==> config.mk <==
export PLATFORM = sky130hd
export DESIGN_NAME = text_stream_line_annotator_unit
export DESIGN_NICKNAME = d
export VERILOG_FILES = /design/src/rtl/core/tsla_pkg.sv /design/src/rtl/core/text_stream_line_annotator_unit.sv /design/src/rtl/core/tsla_front.sv /design/src/rtl/core/tsla_queue.sv /design/src/rtl/core/tsla_back.sv
export SDC_FILE = /design/constraint.sdc
export NUM_CORES = 1
export LEC_CHECK = 0
export ABC_CLOCK_PERIOD_IN_PS = 5800
export CAP_MARGIN = 15
export CORE_UTILIZATION = 58
export DETAILED_ROUTE_END_ITERATION = 6
export DONT_BUFFER_PORTS = 1
export PLACE_DENSITY = 0.74
export SYNTH_ARGS = -nofsm -noshare
export SYNTH_HDL_FRONTEND = slang
export SYNTH_HIERARCHICAL = 1
export SYNTH_SLANG_ARGS = --single-unit
export TNS_END_PERCENT = 20
==> constraint.sdc <==
create_clock -name clk -period 5.8 [get_ports clk]
set_input_delay 0.58 -clock clk [delete_from_list [all_inputs] [get_ports clk]]
set_output_delay 0.58 -clock clk [all_outputs]
set_load 0.005 [all_outputs]
==> src/rtl/core/tsla_pkg.sv <==
// tsla_pkg: shared types, constants and helper functions of the text line annotator.
// Used by every module of the annotator; depends on nothing.
package tsla_pkg;

    localparam int NUM_DIGITS  = 6;
    localparam int CNT_W       = 4 * NUM_DIGITS;
    localparam int POS_W       = $clog2(NUM_DIGITS + 3);
    localparam int QUEUE_DEPTH = 4;
    localparam int QPTR_W      = $clog2(QUEUE_DEPTH);
    localparam int QCNT_W      = $clog2(QUEUE_DEPTH + 1);
    localparam int CFG_IDX_W   = 3;
    localparam int CFG_DATA_W  = 2;

    localparam logic [POS_W-1:0] POS_FIRST = '0;
    localparam logic [POS_W-1:0] POS_TAB   = POS_W'(NUM_DIGITS);
    localparam logic [POS_W-1:0] POS_BODY0 = POS_W'(NUM_DIGITS + 1);
    localparam logic [POS_W-1:0] POS_BODY1 = POS_W'(NUM_DIGITS + 2);

    localparam logic [CNT_W-1:0] CNT_ONE = CNT_W'(1);

    localparam logic [CFG_IDX_W-1:0] CFG_NUMBER_MODE      = 3'd0;
    localparam logic [CFG_IDX_W-1:0] CFG_DROP_BLANK_RUNS  = 3'd1;
    localparam logic [CFG_IDX_W-1:0] CFG_SHOW_ENDS        = 3'd2;
    localparam logic [CFG_IDX_W-1:0] CFG_SHOW_TABS        = 3'd3;
    localparam logic [CFG_IDX_W-1:0] CFG_SHOW_NONPRINTING = 3'd4;

    localparam logic [1:0] MODE_OFF      = 2'd0;
    localparam logic [1:0] MODE_ALL      = 2'd1;
    localparam logic [1:0] MODE_NONBLANK = 2'd2;

    localparam logic [7:0] CH_TAB     = 8'd9;
    localparam logic [7:0] CH_NL      = 8'd10;
    localparam logic [7:0] CH_SPACE   = 8'd32;
    localparam logic [7:0] CH_DOLLAR  = 8'd36;
    localparam logic [7:0] CH_ZERO    = 8'd48;
    localparam logic [7:0] CH_QUEST   = 8'd63;
    localparam logic [7:0] CH_CAPS_I  = 8'd73;
    localparam logic [7:0] CH_CARET   = 8'd94;
    localparam logic [7:0] CH_DEL     = 8'd127;
    localparam logic [7:0] CARET_OFFS = 8'd64;

    typedef struct packed {
        logic [7:0] data_byte;
        logic       file_start;
    } item_t;

    typedef struct packed {
        logic [7:0] out_byte;
        logic       last_of_run;
    } res_t;

    typedef struct packed {
        logic              numbered;
        logic [CNT_W-1:0]  count;
        logic              two;
        logic [7:0]        b0;
        logic [7:0]        b1;
    } job_t;

    typedef struct packed {
        logic [1:0] number_mode;
        logic       drop_blank_runs;
        logic       show_ends;
        logic       show_tabs;
        logic       show_nonprinting;
    } cfg_t;

    // saturating BCD increment
    function automatic logic [CNT_W-1:0] bcd_inc(input logic [CNT_W-1:0] cnt);
        logic             all9;
        logic             carry;
        logic [4:0]       d;
        logic [CNT_W-1:0] res;
        all9  = 1'b1;
        carry = 1'b1;
        res   = '0;
        for (int i = 0; i < NUM_DIGITS; i++) begin
            if (cnt[4*i +: 4] != 4'd9) all9 = 1'b0;
        end
        for (int i = 0; i < NUM_DIGITS; i++) begin
            d = {1'b0, cnt[4*i +: 4]} + {4'b0, carry};
            if (d > 5'd9) begin
                d     = '0;
                carry = 1'b1;
            end else begin
                carry = 1'b0;
            end
            res[4*i +: 4] = d[3:0];
        end
        return all9 ? cnt : res;
    endfunction

    // character of the right-aligned number at position pos (most significant first)
    function automatic logic [7:0] number_char(input logic [CNT_W-1:0] cnt,
                                               input logic [POS_W-1:0] pos);
        logic       lead;
        logic [3:0] d;
        logic [7:0] ch;
        lead = 1'b1;
        ch   = CH_SPACE;
        for (int k = 0; k < NUM_DIGITS; k++) begin
            d = cnt[4*(NUM_DIGITS-1-k) +: 4];
            if (d != 4'd0 || k == NUM_DIGITS - 1) lead = 1'b0;
            if (POS_W'(k) == pos) ch = lead ? CH_SPACE : (CH_ZERO + {4'b0, d});
        end
        return ch;
    endfunction

endpackage

==> src/rtl/core/text_stream_line_annotator_unit.sv <==
// An accepted input byte is written into the job queue; its first output byte is then
// loaded into the output register. Throughput: one input byte per cycle while each
// byte yields one output byte, the queue is not full and the output is not stalled; a
// byte that yields several output bytes holds the single output port until its last
// byte is out; a squeezed blank line is taken with no output; the output sets the pace.
// Reset (rst_n, async, low): all options off, line count 1, at line start, queue empty.
module text_stream_line_annotator_unit (
    input  logic                            clk,
    input  logic                            rst_n,
    input  logic                            item_valid,
    output logic                            item_stall,
    input  tsla_pkg::item_t                 item,
    output logic                            res_valid,
    input  logic                            res_stall,
    output tsla_pkg::res_t                  res,
    input  logic                            cfg_valid,
    output logic                            cfg_ready,
    input  logic [tsla_pkg::CFG_IDX_W-1:0]  cfg_index,
    input  logic [tsla_pkg::CFG_DATA_W-1:0] cfg_data
);

    logic            q_full, q_empty, q_push, q_pop;
    tsla_pkg::job_t  q_job, q_head;

    tsla_front u_front (
        .clk        (clk),
        .rst_n      (rst_n),
        .item_valid (item_valid),
        .item_stall (item_stall),
        .item       (item),
        .cfg_valid  (cfg_valid),
        .cfg_ready  (cfg_ready),
        .cfg_index  (cfg_index),
        .cfg_data   (cfg_data),
        .q_full     (q_full),
        .q_push     (q_push),
        .q_job      (q_job)
    );

    tsla_queue u_queue (
        .clk      (clk),
        .rst_n    (rst_n),
        .push     (q_push),
        .push_job (q_job),
        .pop      (q_pop),
        .full     (q_full),
        .empty    (q_empty),
        .head     (q_head)
    );

    tsla_back u_back (
        .clk       (clk),
        .rst_n     (rst_n),
        .q_empty   (q_empty),
        .head      (q_head),
        .q_pop     (q_pop),
        .res_valid (res_valid),
        .res_stall (res_stall),
        .res       (res)
    );

endmodule

==> src/rtl/core/tsla_front.sv <==
// tsla_front: accepts input bytes, holds the configuration registers and line state,
// and turns each byte not squeezed into a job for the back end. Depends on tsla_pkg.
module tsla_front (
    input  logic                         clk,
    input  logic                         rst_n,
    input  logic                         item_valid,
    output logic                         item_stall,
    input  tsla_pkg::item_t              item,
    input  logic                         cfg_valid,
    output logic                         cfg_ready,
    input  logic [tsla_pkg::CFG_IDX_W-1:0]  cfg_index,
    input  logic [tsla_pkg::CFG_DATA_W-1:0] cfg_data,
    input  logic                         q_full,
    output logic                         q_push,
    output tsla_pkg::job_t               q_job
);

    tsla_pkg::cfg_t                  cfg_reg, cfg_next;
    logic                            at_line_start_reg, at_line_start_next;
    logic                            prev_blank_reg, prev_blank_next;
    logic [tsla_pkg::CNT_W-1:0]      count_reg, count_next;

    logic                            accept;
    logic                            line_start;
    logic                            pblank;
    logic [tsla_pkg::CNT_W-1:0]      count_cur;
    logic                            blank;
    logic                            squeezed;
    logic                            numbered;
    logic [7:0]                      c;

    assign cfg_ready  = 1'b1;
    assign item_stall = q_full;
    assign accept     = item_valid && !item_stall;
    assign c          = item.data_byte;

    always_comb
    begin
        cfg_next = cfg_reg;
        if (cfg_valid && cfg_ready)
        begin
            unique case (cfg_index)
                tsla_pkg::CFG_NUMBER_MODE:      cfg_next.number_mode      = cfg_data;
                tsla_pkg::CFG_DROP_BLANK_RUNS:  cfg_next.drop_blank_runs  = cfg_data[0];
                tsla_pkg::CFG_SHOW_ENDS:        cfg_next.show_ends        = cfg_data[0];
                tsla_pkg::CFG_SHOW_TABS:        cfg_next.show_tabs        = cfg_data[0];
                tsla_pkg::CFG_SHOW_NONPRINTING: cfg_next.show_nonprinting = cfg_data[0];
                default: ;
            endcase
        end
    end

    always_comb
    begin
        line_start = item.file_start || at_line_start_reg;
        pblank     = item.file_start ? 1'b0 : prev_blank_reg;
        count_cur  = item.file_start ? tsla_pkg::CNT_ONE : count_reg;
        blank      = (c == tsla_pkg::CH_NL);
        squeezed   = line_start && cfg_reg.drop_blank_runs && blank && pblank;
        numbered   = line_start && !squeezed &&
                     ((cfg_reg.number_mode == tsla_pkg::MODE_ALL) ||
                      (cfg_reg.number_mode == tsla_pkg::MODE_NONBLANK && !blank));

        q_job.numbered = numbered;
        q_job.count    = count_cur;
        q_job.two      = 1'b0;
        q_job.b0       = c;
        q_job.b1       = c;
        if (c == tsla_pkg::CH_TAB && cfg_reg.show_tabs)
        begin
            q_job.two = 1'b1;
            q_job.b0  = tsla_pkg::CH_CARET;
            q_job.b1  = tsla_pkg::CH_CAPS_I;
        end
        else if (blank)
        begin
            q_job.two = cfg_reg.show_ends;
            q_job.b0  = cfg_reg.show_ends ? tsla_pkg::CH_DOLLAR : tsla_pkg::CH_NL;
            q_job.b1  = tsla_pkg::CH_NL;
        end
        else if (cfg_reg.show_nonprinting && c < tsla_pkg::CH_SPACE && c != tsla_pkg::CH_TAB)
        begin
            q_job.two = 1'b1;
            q_job.b0  = tsla_pkg::CH_CARET;
            q_job.b1  = c + tsla_pkg::CARET_OFFS;
        end
        else if (cfg_reg.show_nonprinting && c == tsla_pkg::CH_DEL)
        begin
            q_job.two = 1'b1;
            q_job.b0  = tsla_pkg::CH_CARET;
            q_job.b1  = tsla_pkg::CH_QUEST;
        end

        q_push = accept && !squeezed;

        at_line_start_next = at_line_start_reg;
        prev_blank_next    = prev_blank_reg;
        count_next         = count_reg;
        if (accept)
        begin
            count_next         = numbered ? tsla_pkg::bcd_inc(count_cur) : count_cur;
            at_line_start_next = squeezed || blank;
            prev_blank_next    = line_start ? (cfg_reg.drop_blank_runs && blank) : pblank;
        end
    end

    always_ff @(posedge clk or negedge rst_n)
    begin
        if (!rst_n)
        begin
            cfg_reg           <= '0;
            at_line_start_reg <= 1'b1;
            prev_blank_reg    <= 1'b0;
            count_reg         <= tsla_pkg::CNT_ONE;
        end
        else
        begin
            cfg_reg           <= cfg_next;
            at_line_start_reg <= at_line_start_next;
            prev_blank_reg    <= prev_blank_next;
            count_reg         <= count_next;
        end
    end

endmodule

==> src/rtl/core/tsla_queue.sv <==
// tsla_queue: short job queue that decouples the front end from the back end.
// Depends on tsla_pkg.
module tsla_queue (
    input  logic            clk,
    input  logic            rst_n,
    input  logic            push,
    input  tsla_pkg::job_t  push_job,
    input  logic            pop,
    output logic            full,
    output logic            empty,
    output tsla_pkg::job_t  head
);

    tsla_pkg::job_t                   mem_reg [tsla_pkg::QUEUE_DEPTH];
    logic [tsla_pkg::QPTR_W-1:0]      wr_ptr_reg, wr_ptr_next;
    logic [tsla_pkg::QPTR_W-1:0]      rd_ptr_reg, rd_ptr_next;
    logic [tsla_pkg::QCNT_W-1:0]      cnt_reg, cnt_next;
    logic                             do_push, do_pop;

    assign full    = (cnt_reg == tsla_pkg::QCNT_W'(tsla_pkg::QUEUE_DEPTH));
    assign empty   = (cnt_reg == '0);
    assign head    = mem_reg[rd_ptr_reg];
    assign do_push = push && !full;
    assign do_pop  = pop && !empty;

    always_comb
    begin
        wr_ptr_next = do_push ? wr_ptr_reg + 1'b1 : wr_ptr_reg;
        rd_ptr_next = do_pop  ? rd_ptr_reg + 1'b1 : rd_ptr_reg;
        cnt_next    = cnt_reg + tsla_pkg::QCNT_W'(do_push) - tsla_pkg::QCNT_W'(do_pop);
    end

    always_ff @(posedge clk or negedge rst_n)
    begin
        if (!rst_n)
        begin
            wr_ptr_reg <= '0;
            rd_ptr_reg <= '0;
            cnt_reg    <= '0;
        end
        else
        begin
            wr_ptr_reg <= wr_ptr_next;
            rd_ptr_reg <= rd_ptr_next;
            cnt_reg    <= cnt_next;
        end
    end

    always_ff @(posedge clk)
    begin
        if (do_push)
            mem_reg[wr_ptr_reg] <= push_job;
    end

endmodule

==> src/rtl/core/tsla_back.sv <==
// tsla_back: walks the head job byte by byte (number, tab, body) into the output register.
// Depends on tsla_pkg.
module tsla_back (
    input  logic            clk,
    input  logic            rst_n,
    input  logic            q_empty,
    input  tsla_pkg::job_t  head,
    output logic            q_pop,
    output logic            res_valid,
    input  logic            res_stall,
    output tsla_pkg::res_t  res
);

    logic                          mid_reg, mid_next;
    logic [tsla_pkg::POS_W-1:0]    pos_reg, pos_next;
    logic                          res_valid_reg, res_valid_next;
    tsla_pkg::res_t                res_reg, res_next;

    logic                          load;
    logic [tsla_pkg::POS_W-1:0]    pos;
    logic                          last;
    logic [7:0]                    ch;

    assign res_valid = res_valid_reg;
    assign res       = res_reg;
    assign load      = !res_valid_reg || !res_stall;

    always_comb
    begin
        if (mid_reg)
            pos = pos_reg;
        else
            pos = head.numbered ? tsla_pkg::POS_FIRST : tsla_pkg::POS_BODY0;

        last = (pos == tsla_pkg::POS_BODY1) || (pos == tsla_pkg::POS_BODY0 && !head.two);

        if (pos == tsla_pkg::POS_TAB)
            ch = tsla_pkg::CH_TAB;
        else if (pos == tsla_pkg::POS_BODY0)
            ch = head.b0;
        else if (pos == tsla_pkg::POS_BODY1)
            ch = head.b1;
        else
            ch = tsla_pkg::number_char(head.count, pos);

        q_pop          = load && !q_empty && last;
        mid_next       = mid_reg;
        pos_next       = pos_reg;
        res_valid_next = res_valid_reg;
        res_next       = res_reg;
        if (load)
        begin
            res_valid_next       = !q_empty;
            res_next.out_byte    = ch;
            res_next.last_of_run = last;
            if (!q_empty)
            begin
                mid_next = !last;
                pos_next = pos + 1'b1;
            end
        end
    end

    always_ff @(posedge clk or negedge rst_n)
    begin
        if (!rst_n)
        begin
            mid_reg       <= 1'b0;
            pos_reg       <= '0;
            res_valid_reg <= 1'b0;
        end
        else
        begin
            mid_reg       <= mid_next;
            pos_reg       <= pos_next;
            res_valid_reg <= res_valid_next;
        end
    end

    always_ff @(posedge clk)
    begin
        res_reg <= res_next;
    end

endmodule

==> impl_metrics.tcl <==
set metrics [dict create \
    synth_top_cells_by_count "edfxtp_1 (177), nand2_1 (52), dfrtp_1 (43)" \
    synth.area.top_cells "edfxtp_1 (52%), dfrtp_1 (10%), mux4_2 (8.3%)" \
    grt_overflow 0 \
    hp-class "input port to flop" \
    syn-num-nets 740 \
    largest_reg_flops 168 \
    synth_top_area_frac 0.516 \
    viasPerCell 6.74 \
    fp.coreArea_mm2 0.0173 \
    status "complete, no violations" \
    synth_edf_count 177 \
    ir_drop_mv 0.333 \
    top_layer_used "met4" \
    r2r-end "u_front/count_reg[23]$_DFFE_PN0P_" \
    cpMostUsedCell "ha_2" \
    synth_most_common_cell "edfxtp_1" \
    dr.pass1.iters 5 \
    cp-end-kind "flop" \
    wl_per_cell_um 24.5 \
    drt_iter0_markers 716 \
    p_leak_nw 4.06 \
    clk_latency_ns 0.51 \
    clkSlewWorstSetupHoldPaths_ns 0.07 \
    hold_start "item[6]" \
    routed_wirelength_um 23200 \
    criticalPathCategory "flop to flop" \
    htreeDepth 1 \
    skew_ns 0.0104 \
    synthDistinctLibCells 86 \
    die_h_um 135 \
    slowest_delay_ns 0.53 \
    drc_errors 0 \
    dp_hpwl_um 14400 \
    first_global_vias 6353 \
    design.die.area_mm2 0.0183 \
    area_growth_pct 10.8 \
    setup_viol_count_final 0 \
    reg2reg_from "u_front/count_reg[0]$_DFFE_PN1P_" \
    worstPathArrival_ns 6.05 \
    cts_inserted_buffers 23 \
    rows 48 \
    hold_depth 0 \
    fin_crit_ns 5.66 \
    synth_warnings 6 \
    power_mw 5.31 \
    ant_nets 0 \
    required_ns 6.19 \
    min_to "u_queue/mem_reg[2][5]$_DFFE_PP_" \
    seq_area_frac_synth 0.625 \
    num-fill-cells 1193 \
    start_util 0.596 \
    netlist_instances 696 \
    fp.dieW_um 135 \
    synth_seq_cells 222 \
    finalMaxSlewViolations 0 \
    gp_congestion 0.954 \
    hold_viol 0 \
    slew_headroom 0.226 \
    yosys_most_used_dff "edfxtp_1" \
    fmax_mhz 177 \
    numPortBuffers 0 \
    met3_length_um 1710 \
    synthArstFlopShare 0.203 \
    cap_violations 0 \
    startpoint_type "flop" \
    crit_fanout 5 \
    antenna_found_initial 0 \
    p_per_area_mw_per_mm2 465 \
    grt_pass1_wl_um 35600 \
    wl_met2_um 11400 \
    avgSynthCellArea_um2 14.8 \
    boundaryPins 31 \
    nNetsFinal 750 \
    critPathSlowestCell "dfstp_2" \
    worst_pin_slew_ns 1.16 \
    finalCritPeriodShare 0.976 \
    clock-sinks 222 \
    n_antenna_cell 0 \
    cts_tree "yes" \
    root_buffer "clkbuf_16" \
    rr_worst_depth 30 \
    yosys.area.top_type "edfxtp_1" \
    grt_start_max_net_pins 46 \
    drive_gt1_frac 0.223 \
    hold_ws_ns 0.164 \
    grt_use_total 0.261 \
    wl_met1_um 9380 \
    syn_area_mm2 0.0103 \
    vias 6383 \
    cts_buffer_depth 3 \
    ff2ff_setup_slack_ns 0.14 \
]
-- stage by stage --
| stage | setup WS [ns] | setup TNS (ns) | util | cell area (um^2) | cells |
|---|---|---|---|---|---|
| floorplan | 0.0409 | 0 | - | 10300 | 696 |
| global placement | 0.0483 | 0 | 0.601 | 10400 | 893 |
| detailed placement | -0.494 | -1.89 | 0.601 | 10400 | 893 |
| CTS | 0.0109 | 0 | 0.644 | 11100 | 936 |
| global route | -0.159 | -0.430 | 0.660 | 11400 | 947 |
| finish | 0.138 | 0 | 0.660 | 11400 | 947 |
-- timing repair --
action,4_1_cts,5_1_grt
pin swaps,0,14
setup endpoints to repair,4,4
hold endpoints to repair,45,0
gates resized for setup,7,42
hold buffers,2,0
setup buffers,0,11
-- power by group --
group / total (mW) / internal (mW) / leakage, nW / switching, mW
Clock: 1.36 / 0.772 / 0.344 / 0.584
Sequential: 2.25 / 2.09 / 2.28 / 0.160
Combinational: 1.70 / 0.679 / 1.44 / 1.02
-- critical path, delay by kind of cell (launching register included) --
| family | cells | cell delay [ns] |
|---|---|---|
| simple gates | 8 | 0.95 |
| xor+xnor | 2 | 0.42 |
| compound gates | 9 | 1.56 |
| flops | 1 | 0.53 |
| buf+inv | 3 | 0.34 |
| fa+ha+maj | 8 | 1.73 |
-- worst max-delay path by stage --
stage	startpoint	end	slack [ns]	cells after the start
3_5_place_dp	item[0]	u_front/count_reg[21]$_DFFE_PN0P_	-0.49	31
5_1_grt	u_front/count_reg[0]$_DFFE_PN1P_	u_front/count_reg[23]$_DFFE_PN0P_	-0.16	30
3_3_place_gp	item[0]	u_front/count_reg[21]$_DFFE_PN0P_	0.05	31
6_report	u_front/count_reg[0]$_DFFE_PN1P_	u_front/count_reg[23]$_DFFE_PN0P_	0.14	30
4_1_cts	u_front/count_reg[0]$_DFFE_PN1P_	u_front/count_reg[21]$_DFFE_PN0P_	0.01	31
2_1_floorplan	item[0]	u_front/count_reg[20]$_DFFE_PN0P_	0.04	33
-- cell type report --
class,count,area [um^2],share of cell area
flip-flops and latches,222,6440,0.564
multi-input cells,413,3720,0.325
clock buffers,26,587,0.0514
well taps,225,282,0.0246
repair buffers,23,199,0.0174
clock inverters,15,105,0.00920
inverters,23,86.3,0.00756
-- cells in the final DEF, fill, tap and decap left out, drive strengths merged, types with 3 or more instances in the layout --
master / n
dfrtp: 43
buf: 22
ha: 24
edfxtp: 177
or4: 4
clkbuf: 26
o41ai: 8
or2: 4
a221oi: 4
and3b: 6
xnor2: 8
nand2b: 13
nand2: 53
o211ai: 3
o22ai: 5
inv: 24
mux4: 42
a22oi: 7
o21ai: 33
nand4b: 4
a22o: 10
nand3: 7
nor4bb: 3
a21oi: 31
a21o: 5
nor2b: 28
mux2: 7
clkinv: 12
mux2i: 3
nor2: 31
nor4b: 4
a31oi: 6
nor4: 3
nor3: 13
a211oi: 5
-- per-layer routing --
| metal | track usage | up-vias |
|---|---|---|
| met5 | 0 | - |
| met3 | 0.0370 | 58 |
| li1 | - | 2744 |
| met1 | 0.361 | 3232 |
| met2 | 0.428 | 349 |
| met4 | 0.0911 | 0 |
-- logic make-up (layout without fill, tap and decap cells) --
kind of cell	count (synthesis)	after routing	share of synthesized area
flops	222	222	0.625
simple gates	187	187	0.103
compound gates	140	140	0.0955
buf+inv	61	87	0.0343
mux	52	52	0.104
fa+ha+maj	25	25	0.0311
xor+xnor	8	8	0.00680
other cells	1	1	0.000364
Note: power is estimated with default switching activity, not from simulation.
